`config.mk`:
```
export PLATFORM = sky130hd
export DESIGN_NAME = tiny_byte_cpu_step
export DESIGN_NICKNAME = d
export VERILOG_FILES = /design/src/design/tbc_pkg.sv /design/src/design/tbc_mem.sv /design/src/design/tbc_exec.sv /design/src/design/tiny_byte_cpu_step.sv
export SDC_FILE = /design/constraint.sdc
export NUM_CORES = 2
export LEC_CHECK = 0
export BUFFER_PORTS_ARGS = -buffer_cell sky130_fd_sc_hd__buf_2
export CAP_MARGIN = 0
export CORE_MARGIN = 5
export CORE_UTILIZATION = 50
export DETAILED_ROUTE_END_ITERATION = 6
export GPL_TIMING_DRIVEN = 0
export PLACE_DENSITY = 0.67
export SKIP_CTS_REPAIR_TIMING = 1
export SLEW_MARGIN = 40
export SYNTH_ARGS = -nofsm -noshare
export SYNTH_HDL_FRONTEND = slang
export SYNTH_HIERARCHICAL = 1
export SYNTH_SLANG_ARGS = --single-unit
```
`constraint.sdc`:
```
create_clock -name clock -period 6.5 [get_ports clock]
set_clock_uncertainty 0.05 [all_clocks]
set_input_delay 0.325 -clock clock [delete_from_list [all_inputs] [get_ports clock]]
set_output_delay 0.325 -clock clock [all_outputs]
set_load 0.01 [all_outputs]
```
`src/design/tbc_pkg.sv`:
```
package tbc_pkg;

   localparam int DataWidth   = 8;
   localparam int AddrWidth   = 8;
   localparam int MemDepth    = 1 << AddrWidth;
   localparam int NumRegs     = 5;
   localparam int RegIdxWidth = $clog2(NumRegs);

   localparam logic [DataWidth-1:0] PcRegIndex = DataWidth'(NumRegs);
   localparam logic [AddrWidth-1:0] HaltPc     = '1;

   localparam logic ReqWrite = 1'b0;
   localparam logic ReqExec  = 1'b1;

   localparam logic [DataWidth-1:0] OpNop = 8'h00;
   localparam logic [DataWidth-1:0] OpAdd = 8'h01;
   localparam logic [DataWidth-1:0] OpSub = 8'h02;
   localparam logic [DataWidth-1:0] OpJmp = 8'h03;
   localparam logic [DataWidth-1:0] OpBlt = 8'h04;
   localparam logic [DataWidth-1:0] OpLd  = 8'h05;
   localparam logic [DataWidth-1:0] OpSt  = 8'h06;

   typedef logic [NumRegs-1:0][DataWidth-1:0] regfile_type;

   // one access of the single memory port
   typedef struct packed {
      logic                 en;
      logic                 we;
      logic [AddrWidth-1:0] addr;
      logic [DataWidth-1:0] wdata;
   } mem_cmd_type;

   // architectural state handed to the response register
   typedef struct packed {
      logic [AddrWidth-1:0] pc;
      regfile_type          regs;
      logic                 err;
   } arch_type;

endpackage

```
`src/design/tbc_mem.sv`:
```
module tbc_mem (
   input  logic                            clock,
   input  logic                            reset,
   input  tbc_pkg::mem_cmd_type            cmd,
   output logic [tbc_pkg::DataWidth-1:0]   rdata
);
   import tbc_pkg::*;

   logic [DataWidth-1:0] mem_ff [MemDepth];
   logic [MemDepth-1:0]  valid_ff;
   logic [DataWidth-1:0] rdata_ff;

   // unwritten entries read as zero, so reset needs no clearing pass
   always_ff @(posedge clock) begin
      if (reset) begin
         valid_ff <= '0;
      end else if (cmd.en && cmd.we) begin
         valid_ff[cmd.addr] <= 1'b1;
      end
   end

   always_ff @(posedge clock) begin
      if (cmd.en && cmd.we) begin
         mem_ff[cmd.addr] <= cmd.wdata;
      end
      if (cmd.en && !cmd.we) begin
         rdata_ff <= valid_ff[cmd.addr] ? mem_ff[cmd.addr] : '0;
      end
   end

   assign rdata = rdata_ff;

endmodule

```
`src/design/tbc_exec.sv`:
```
module tbc_exec (
   input  logic                            clock,
   input  logic                            reset,
   input  logic                            req_valid,
   output logic                            req_ready,
   input  logic                            req_type,
   input  logic [tbc_pkg::AddrWidth-1:0]   req_mem_addr,
   input  logic [tbc_pkg::DataWidth-1:0]   req_mem_data,
   input  logic                            out_free,
   output logic                            done,
   output tbc_pkg::arch_type               arch,
   output tbc_pkg::mem_cmd_type            mem_cmd,
   input  logic [tbc_pkg::DataWidth-1:0]   mem_rdata
);
   import tbc_pkg::*;

   typedef enum logic [2:0] {
      S_IDLE, S_F1, S_F2, S_F3, S_F4, S_EXEC, S_LOAD, S_DONE
   } state_type;

   state_type            state_ff;
   logic [AddrWidth-1:0] pc_ff;
   regfile_type          regs_ff;
   logic                 err_ff;
   logic [DataWidth-1:0] op_ff;
   logic [DataWidth-1:0] b0_ff;
   logic [DataWidth-1:0] b1_ff;
   logic [DataWidth-1:0] b2_ff;

   logic                 accept;
   logic [DataWidth-1:0] ra;
   logic [DataWidth-1:0] rb;
   logic [DataWidth-1:0] sum;
   logic [DataWidth-1:0] diff;

   function automatic logic [DataWidth-1:0] read_reg(input logic [DataWidth-1:0] idx,
                                                     input regfile_type r,
                                                     input logic [AddrWidth-1:0] pc);
      logic [DataWidth-1:0] val;
      val = '0;
      if (idx < DataWidth'(NumRegs)) begin
         val = r[idx[RegIdxWidth-1:0]];
      end else if (idx == PcRegIndex) begin
         val = DataWidth'(pc);
      end
      return val;
   endfunction

   assign req_ready = (state_ff == S_IDLE);
   assign accept    = req_valid && req_ready;
   assign done      = (state_ff == S_DONE) && out_free;
   assign ra        = read_reg(b0_ff, regs_ff, pc_ff);
   assign rb        = read_reg(b1_ff, regs_ff, pc_ff);
   assign sum       = ra + rb;
   assign diff      = ra - rb;

   assign arch.pc   = pc_ff;
   assign arch.regs = regs_ff;
   assign arch.err  = err_ff;

   always_comb begin
      mem_cmd = '0;
      case (state_ff)
         S_IDLE: begin
            if (accept && req_type == ReqWrite) begin
               mem_cmd.en    = 1'b1;
               mem_cmd.we    = 1'b1;
               mem_cmd.addr  = req_mem_addr;
               mem_cmd.wdata = req_mem_data;
            end else if (accept && pc_ff != HaltPc) begin
               mem_cmd.en   = 1'b1;
               mem_cmd.addr = pc_ff;
            end
         end
         S_F1: begin
            mem_cmd.en   = 1'b1;
            mem_cmd.addr = pc_ff + AddrWidth'(1);
         end
         S_F2: begin
            mem_cmd.en   = 1'b1;
            mem_cmd.addr = pc_ff + AddrWidth'(2);
         end
         S_F3: begin
            mem_cmd.en   = 1'b1;
            mem_cmd.addr = pc_ff + AddrWidth'(3);
         end
         S_EXEC: begin
            if (op_ff == OpLd) begin
               mem_cmd.en   = 1'b1;
               mem_cmd.addr = AddrWidth'(b1_ff);
            end else if (op_ff == OpSt) begin
               mem_cmd.en    = 1'b1;
               mem_cmd.we    = 1'b1;
               mem_cmd.addr  = AddrWidth'(b1_ff);
               mem_cmd.wdata = ra;
            end
         end
         default: begin
            mem_cmd = '0;
         end
      endcase
   end

   always_ff @(posedge clock) begin
      if (reset) begin
         state_ff <= S_IDLE;
         pc_ff    <= '0;
         regs_ff  <= '0;
         err_ff   <= 1'b0;
      end else begin
         case (state_ff)
            S_IDLE: begin
               if (accept) begin
                  if (req_type == ReqExec && pc_ff != HaltPc) begin
                     state_ff <= S_F1;
                  end else begin
                     state_ff <= S_DONE;
                  end
               end
            end
            S_F1: begin
               op_ff    <= mem_rdata;
               state_ff <= S_F2;
            end
            S_F2: begin
               b0_ff    <= mem_rdata;
               state_ff <= S_F3;
            end
            S_F3: begin
               b1_ff    <= mem_rdata;
               state_ff <= S_F4;
            end
            S_F4: begin
               b2_ff    <= mem_rdata;
               state_ff <= S_EXEC;
            end
            S_EXEC: begin
               state_ff <= S_DONE;
               case (op_ff)
                  OpNop: begin
                     pc_ff <= pc_ff + AddrWidth'(1);
                  end
                  OpAdd: begin
                     if (b2_ff < DataWidth'(NumRegs)) begin
                        regs_ff[b2_ff[RegIdxWidth-1:0]] <= sum;
                     end
                     pc_ff <= pc_ff + AddrWidth'(4);
                  end
                  OpSub: begin
                     if (b2_ff < DataWidth'(NumRegs)) begin
                        regs_ff[b2_ff[RegIdxWidth-1:0]] <= diff;
                     end
                     pc_ff <= pc_ff + AddrWidth'(4);
                  end
                  OpJmp: begin
                     pc_ff <= AddrWidth'(b0_ff);
                  end
                  OpBlt: begin
                     pc_ff <= (ra < rb) ? AddrWidth'(b2_ff) : pc_ff + AddrWidth'(4);
                  end
                  OpLd: begin
                     state_ff <= S_LOAD;
                  end
                  OpSt: begin
                     pc_ff <= pc_ff + AddrWidth'(3);
                  end
                  default: begin
                     err_ff <= 1'b1;
                     pc_ff  <= HaltPc;
                  end
               endcase
            end
            S_LOAD: begin
               if (b0_ff < DataWidth'(NumRegs)) begin
                  regs_ff[b0_ff[RegIdxWidth-1:0]] <= mem_rdata;
               end
               pc_ff    <= pc_ff + AddrWidth'(3);
               state_ff <= S_DONE;
            end
            S_DONE: begin
               if (out_free) begin
                  state_ff <= S_IDLE;
               end
            end
            default: begin
               state_ff <= S_IDLE;
            end
         endcase
      end
   end

endmodule

```
`src/design/tiny_byte_cpu_step.sv`:
```
// Tiny 8-bit processor, one request at a time.
// Request channel (req_valid/req_stall): req_type low writes req_mem_data
// to memory at req_mem_addr (program load); req_type high executes the
// instruction at the program counter. Address and data are ignored for
// execute requests.
// Response channel (rsp_valid/rsp_stall): one response per request with
// the program counter, registers A..E, halted and the sticky illegal-opcode
// flag as they stand after that request.
// From acceptance to response valid, a memory write or an execute while
// halted goes straight to S_DONE; an instruction passes S_F1..S_F4 and
// S_EXEC, and a load adds S_LOAD. A new request is taken in the cycle after
// the response is registered. The sequence is set by the single memory port:
// four instruction-byte reads in a row, then the data access of a load or store.
// Reset clears the registers, program counter and error flag and marks all
// memory bytes unwritten, so they read as zero; no clearing pass is needed.
// A stalled response stays in the output register while the next request
// is accepted and executed; that result then waits until the slot frees.
module tiny_byte_cpu_step (
   input  logic                            clock,
   input  logic                            reset,
   input  logic                            req_valid,
   output logic                            req_stall,
   input  logic                            req_type,
   input  logic [tbc_pkg::AddrWidth-1:0]   req_mem_addr,
   input  logic [tbc_pkg::DataWidth-1:0]   req_mem_data,
   output logic                            rsp_valid,
   input  logic                            rsp_stall,
   output logic [tbc_pkg::AddrWidth-1:0]   rsp_pc,
   output logic [tbc_pkg::DataWidth-1:0]   rsp_reg_a,
   output logic [tbc_pkg::DataWidth-1:0]   rsp_reg_b,
   output logic [tbc_pkg::DataWidth-1:0]   rsp_reg_c,
   output logic [tbc_pkg::DataWidth-1:0]   rsp_reg_d,
   output logic [tbc_pkg::DataWidth-1:0]   rsp_reg_e,
   output logic                            rsp_halted,
   output logic                            rsp_illegal_opcode
);
   import tbc_pkg::*;

   mem_cmd_type          mem_cmd;
   logic [DataWidth-1:0] mem_rdata;
   arch_type             arch;
   logic                 req_ready;
   logic                 done;
   logic                 out_free;

   logic                 rsp_valid_ff;
   arch_type             rsp_ff;

   tbc_mem u_mem (
      .clock (clock),
      .reset (reset),
      .cmd   (mem_cmd),
      .rdata (mem_rdata)
   );

   tbc_exec u_exec (
      .clock        (clock),
      .reset        (reset),
      .req_valid    (req_valid),
      .req_ready    (req_ready),
      .req_type     (req_type),
      .req_mem_addr (req_mem_addr),
      .req_mem_data (req_mem_data),
      .out_free     (out_free),
      .done         (done),
      .arch         (arch),
      .mem_cmd      (mem_cmd),
      .mem_rdata    (mem_rdata)
   );

   assign out_free  = !rsp_valid_ff || !rsp_stall;
   assign req_stall = !req_ready;

   always_ff @(posedge clock) begin
      if (reset) begin
         rsp_valid_ff <= 1'b0;
      end else if (done) begin
         rsp_valid_ff <= 1'b1;
      end else if (!rsp_stall) begin
         rsp_valid_ff <= 1'b0;
      end
   end

   always_ff @(posedge clock) begin
      if (done) begin
         rsp_ff <= arch;
      end
   end

   assign rsp_valid          = rsp_valid_ff;
   assign rsp_pc             = rsp_ff.pc;
   assign rsp_reg_a          = rsp_ff.regs[0];
   assign rsp_reg_b          = rsp_ff.regs[1];
   assign rsp_reg_c          = rsp_ff.regs[2];
   assign rsp_reg_d          = rsp_ff.regs[3];
   assign rsp_reg_e          = rsp_ff.regs[4];
   assign rsp_halted         = (rsp_ff.pc == HaltPc);
   assign rsp_illegal_opcode = rsp_ff.err;

   a_err_sticky: assert property (@(posedge clock) disable iff (reset)
      rsp_valid && rsp_illegal_opcode |=> rsp_illegal_opcode)
      else $error("illegal-opcode flag cleared without reset");

   a_err_halts: assert property (@(posedge clock) disable iff (reset)
      rsp_valid && rsp_illegal_opcode |-> rsp_halted)
      else $error("error reported while not halted");

   a_rsp_drains: assert property (@(posedge clock) disable iff (reset)
      rsp_valid && !rsp_stall && !done |=> !rsp_valid)
      else $error("response repeated after handshake");

   a_no_accept_busy: assert property (@(posedge clock) disable iff (reset)
      req_valid && !req_stall |=> req_stall)
      else $error("request accepted back to back while busy");

endmodule

```
# Word-level counts from Yosys, hierarchy flattened
# Memory sizes are Yosys's and may differ from the RTL's. A register that Yosys moved wholly into a read port is not among the register bits.
# Cells that the tools add are included.
classes:
  n_reduce_logical: 30
  muxes: 51
  bitwise: 4
  addsub: 6
  n_lt_le_gt_ge: 11
  n_eq_ne: 25
ops:
  columns: ["op", "n"]
  rows:
  - ["bitwise OR 256 bit", 1]
  - ["case mux 40 bit (2 select lines)", 2]
  - ["bitwise mux 40 bit", 3]
  - ["two-way mux 40 bit", 3]
  - ["two-way mux 8 bit", 14]
  - ["binary-select mux 8 bit (select 3 bit)", 2]
  - ["demux 8 bit (select 3 bit)", 2]
  - ["case mux 8 bit (6 select lines)", 1]
  - ["== test 8 x 3 -> 1 bit, second input constant", 5]
  - ["case mux 8 bit (5 select lines)", 1]
  - ["case mux 8 bit (2 select lines)", 2]
  - ["less-than comparator 8 x 3 -> 1 bit, second input constant", 3]
  - ["case mux 3 bit (8 select lines)", 1]
  - ["two-way mux 18 bit", 1]
  - ["adder 8 x 2 -> 8 bit, second input constant", 2]
  - ["== test 8 x 2 -> 1 bit, second input constant", 2]
  - ["AND reduction 2 bit", 7]
  - ["== test 3 bit, second input constant", 4]
  - ["less-than comparator 3 x 4 -> 1 bit, second input constant", 3]
  - ["two-way mux 1 bit", 12]
  - ["logical AND 1 bit", 10]
  - ["less-than comparator 8 x 9 -> 1 bit, second input constant", 1]
  - ["two-way mux 3 bit", 3]
  - ["inequality test 3 x 2 -> 1 bit, second input constant", 3]
  - ["28 further kinds", 39]
word_totals:
  ramBits: 2048
  memories: 1
  wordCells: 149
  inputBits: 21
  output_inout_bits: 52
  regBits: 390
mem_list:
  columns: ["memory", "words", "word_bits", "read_ports", "rd_clocked_by_memory_dff", "wr", "line", "rtl"]
  rows:
  - ["u_mem.mem_ff", 256, 8, 1, 1, 1, "tbc_mem.sv:9", "logic [DataWidth-1:0] mem_ff [MemDepth];"]

# Longest topological paths before layout
logic_depth:
  word_depth: 11
  ltp_mapped: 19
  mapped_depth_nobuf: 14

# Hierarchy
# Netlist, hierarchy kept.
modules_own_cells:
  columns: ["mod", "instances", "cells_per_inst", "area_each_um2"]
  rows:
  - ["tbc_mem", 1, 4430, 87661.6]
  - ["tbc_exec", 1, 740, 6352.3]
  - ["tiny_byte_cpu_step", 1, 57, 1524.0]

# Least setup slack after synthesis
# OpenSTA, ideal clock, no wires.
synth_path:
  path_type: "register -> register"
  startpoint: "register u_exec.state_ff[0]"
  endpoint: "memory u_mem.mem_ff[0][0], data pin"
  setup_time_ns: 0.865
  required_ns: 5.585
  synth_period_minus_slack_ns: 5.845
  stages_incl_launch_ff: 8
  arrival_ns: 4.930
  setup_slack_ns: 0.655
  cell_sequence: "dfxtp_1 > clkbuf_1 > or2_2 > nor2_1 > nand2_1 > nor2_1 > clkbuf_1 > a22o_1"
synth_lines:
  columns: ["item", "line", "rtl"]
  rows:
  - ["from (decl)", "tbc_exec.sv:21", "state_type state_ff;"]
  - ["from (signal assigned)", "tbc_exec.sv:106", "state_ff <= S_IDLE;"]
  - ["from (signal assigned)", "tbc_exec.sv:115", "state_ff <= S_F1;"]
  - ["from (signal assigned)", "tbc_exec.sv:117", "state_ff <= S_DONE;"]
  - ["to (decl)", "tbc_mem.sv:9", null]

==> impl_metrics.csv <==
group,metric,value,unit
placed_design,port_buffers,72,
floorplanning,rows,160,
logic_synthesis,synth_top_area_cell,"edfxtp_1",
sta,hold_slack,0.0319,ns
drt,wl,279,mm
logic_synthesis,synth.avg_cell_area,18.3,sq um
critical_path,path_max_fanout,10,
sta,fin_crit_sh,101,%
drt,drt_iter0_markers,7824,
critical_path,r2r_start,"u_exec/pc_ff[0]",
hold_path,holdPathEnd,"u_exec/state_ff[1]",
sta,hold_violations,0,
floorplanning,dieHeight,447,microns
drt,routedWlPerCell,33.6,microns
floorplanning,start_util,50.2,%
drt,drt.antenna.violating_nets,0,
sta,period_minus_slack,6.56,ns
critical_path,start_kind,"flop",
drt,route.detailed.drc,0,
drt,firstDrtPassIters,6,
critical_path,rr_endpoint,"u_mem/rdata[7]",
logic_synthesis,yosysSeqAreaShare,73.6,%
clock_tree,clk_latency,0.90,ns
critical_path,critical_path_class,"reg -> reg",
sta,finalSetupViolCount,36,
pwr,p_leak,32.7,nW
clock_tree,root_buffer,"clkbuf_16",
sta,rsz0062_at_grt,"true",
clock_tree,clock_path_buffers,3,
logic_synthesis,yosys.area.top_type_share,67.2,%
job,cap_violations,0,
logic_synthesis,synth.area.top_cells,"edfxtp_1 67%, mux4_2 14%, dfxtp_1 6.5%, nor2_1 3.2%, a22oi_1 2.4%",
clock_tree,cts.sinks,2446,
critical_path,r2r_cells,16,
critical_path,worstSetupEndpointType,"flop",
final_layout,drive_gt1_share,27.9,%
clock_tree,clkTransAtPathRegs,0.06,ns
placed_design,gp_routability_congestion,0.977,
logic_synthesis,ys.flop_type,"edfxtp_1",
floorplanning,num_io_pins,73,
drt,vias,53892,
hold_path,worstHoldPathCells,5,
floorplanning,core,190000,sq um
critical_path,arrival,7.01,ns
floorplanning,dieArea,200000,sq um
final_layout,fin_nets,5636,
critical_path,setup.worst_path.start,"u_exec/pc_ff[0]",
hold_path,holdCritPathClass,"in -> reg",
pwr,vdd_drop_max,0.000259,V
critical_path,r2r_slack,-0.06,ns
pwr,p_total,35.9,mW
sta,worstMarginPinSlew,0.997,ns
final_layout,syn_to_final_growth,14.7,%
grt,first_global_vias,52546,
logic_synthesis,yosys-top-cells-count,"2137 x edfxtp_1, 809 x nor2_1, 592 x mux4_2",
sta,fmax,0.152,GHz
logic_synthesis,synth-edff-count,2137,
placed_design,hpwl,192,mm
logic_synthesis,syn_area,95500,sq um
grt,grt_usage,27.9,%
clock_tree,tritoncts,"yes",
clock_tree,cts_inserted_buffers,232,
final_layout,largest_register_ffs,2048,
logic_synthesis,synthCells,5227,
logic_synthesis,yosysWarnings,6,
logic_synthesis,yosys_register_bits,2446,
grt,overflow,0,
floorplanning,fp.dieW,447,microns
drt,routed_via_density,6.48,
logic_synthesis,synthMostInstantiatedCell,"edfxtp_1",
grt,grt_pass1_wl,393,mm
logic_synthesis,synth_cell_types,83,
sta,max_slew_margin,33.6,%
sta,drv_slew,0,
pwr,powerDensity,328,nW/um^2
status,violations,"negative setup slack",
grt,grt_max_degree,62,
logic_synthesis,async_flop_share,0,%
logic_synthesis,synth_fp_nets,5270,
critical_path,critPathRequiredTime,6.95,ns
clock_tree,cts_htree_levels,4,
final_layout,top_register,"u_mem/mem_ff",
status,status,"finished with violations",
sta,worst_slack,-0.0647,ns
grt,antenna_found_initial,8,
final_layout,fin_util,57.6,%
hold_path,worstHoldStart,"req_type",
cell usage in the layout (no fill, tap or decap), drive strengths merged, types with 7 or more instances in the layout:
master / n
inv: 37
and3: 10
a32oi: 13
o21ba: 30
xnor2: 14
a22o: 9
nor2b: 18
dfxtp: 309
a22oi: 306
nand2b: 10
o41ai: 37
a41oi: 8
nor2: 810
bufinv: 13
o22ai: 15
clkinv: 83
mux2i: 10
and2: 13
xor2: 7
ha: 20
mux4: 592
a211oi: 35
mux2: 8
edfxtp: 2137
buf: 249
clkbuf: 546
a31oi: 10
nand3: 13
o21ai: 33
nor3: 22
a21oi: 186
nor4: 8
nand2: 84
layout make-up:
class | instances | area (sq um)
flip-flops and latches | 2446 | 70400
fillers | 14198 | 80600
clock inverters | 103 | 1160
well taps | 2511 | 3140
repair buffers | 132 | 1560
diodes | 6 | 15.0
plain buffers | 331 | 1710
multi-input cells | 2416 | 24800
inverters | 34 | 128
clock buffers | 338 | 6620
routing by layer:
| layer | routed length [microns] | vias to the layer above | part of all wire [%] | GRT usage (%) |
|---|---|---|---|---|
| li1 | - | 21847 | - | - |
| met1 | 104000 | 28084 | 37 | 38.1 |
| met2 | 127000 | 3314 | 45 | 41.7 |
| met3 | 34700 | 643 | 12 | 8.33 |
| met4 | 14300 | 4 | 5.1 | 13.1 |
| met5 | 28 | - | 0.010 | 0 |
where the power goes:
part           leakage, nW  switching [mW]  internal (mW)
Clock                 3.78            5.92           7.63
Sequential            20.7          0.0568           17.1
Combinational         8.20            3.33           1.90
Total                 32.7            9.30           26.6
per-stage QoR:
step / instances / worst slack, ns / setup TNS [ns] / area, sq um
after floorplan: 5227 / 0.655 / 0 / 95500
after global placement: 7810 / -4.76 / - / 99000
after detailed placement: 7865 / -0.696 / -424.98 / 101000
after CTS: 8306 / -0.711 / -426.28 / 109000
after global routing: 8312 / -0.0752 / -1.54 / 110000
final: 8317 / -0.0647 / -1.02 / 110000
critical path, stage by stage (launching register included):
cell and delay, ns:
dfxtp_1 0.36, clkbuf_2 0.32, inv_1 0.21, ha_1 0.50, xor2_1 0.19, a21oi_1 0.08, o21ai_0 0.20, a221o_1 0.38
buf_4 0.37, buf_2 0.45, clkbuf_4 0.45, clkbuf_2 0.38, mux4_2 0.39, a22oi_1 0.33, a21oi_1 0.28, o41ai_1 0.83
a41oi_1 0.41
worst max path at each step:
stage | slack (ns) | to
2_1_floorplan | 0.65 | u_mem/mem_ff[0][0]
5_1_grt | -0.08 | u_mem/mem_ff[143][2]
3_5_place_dp | -0.70 | u_mem/mem_ff[182][1]
3_3_place_gp | -4.76 | u_mem/mem_ff[170][5]
4_1_cts | -0.71 | u_mem/rdata[5]
6_report | -0.06 | u_mem/rdata[7]
cells by family after synthesis:
family / after synthesis / share of synthesized area, %
AOI/OAI and AO/OA: 741 / 5.52
xor gates and xnor gates: 21 / 0.216
adders and majority gates: 22 / 0.304
buffers and inverters: 365 / 1.78
DFF: 2446 / 73.6
muxes: 610 / 14.2
and+or+nand+nor: 1022 / 4.38
Note: power is estimated with default switching activity, not from simulation.
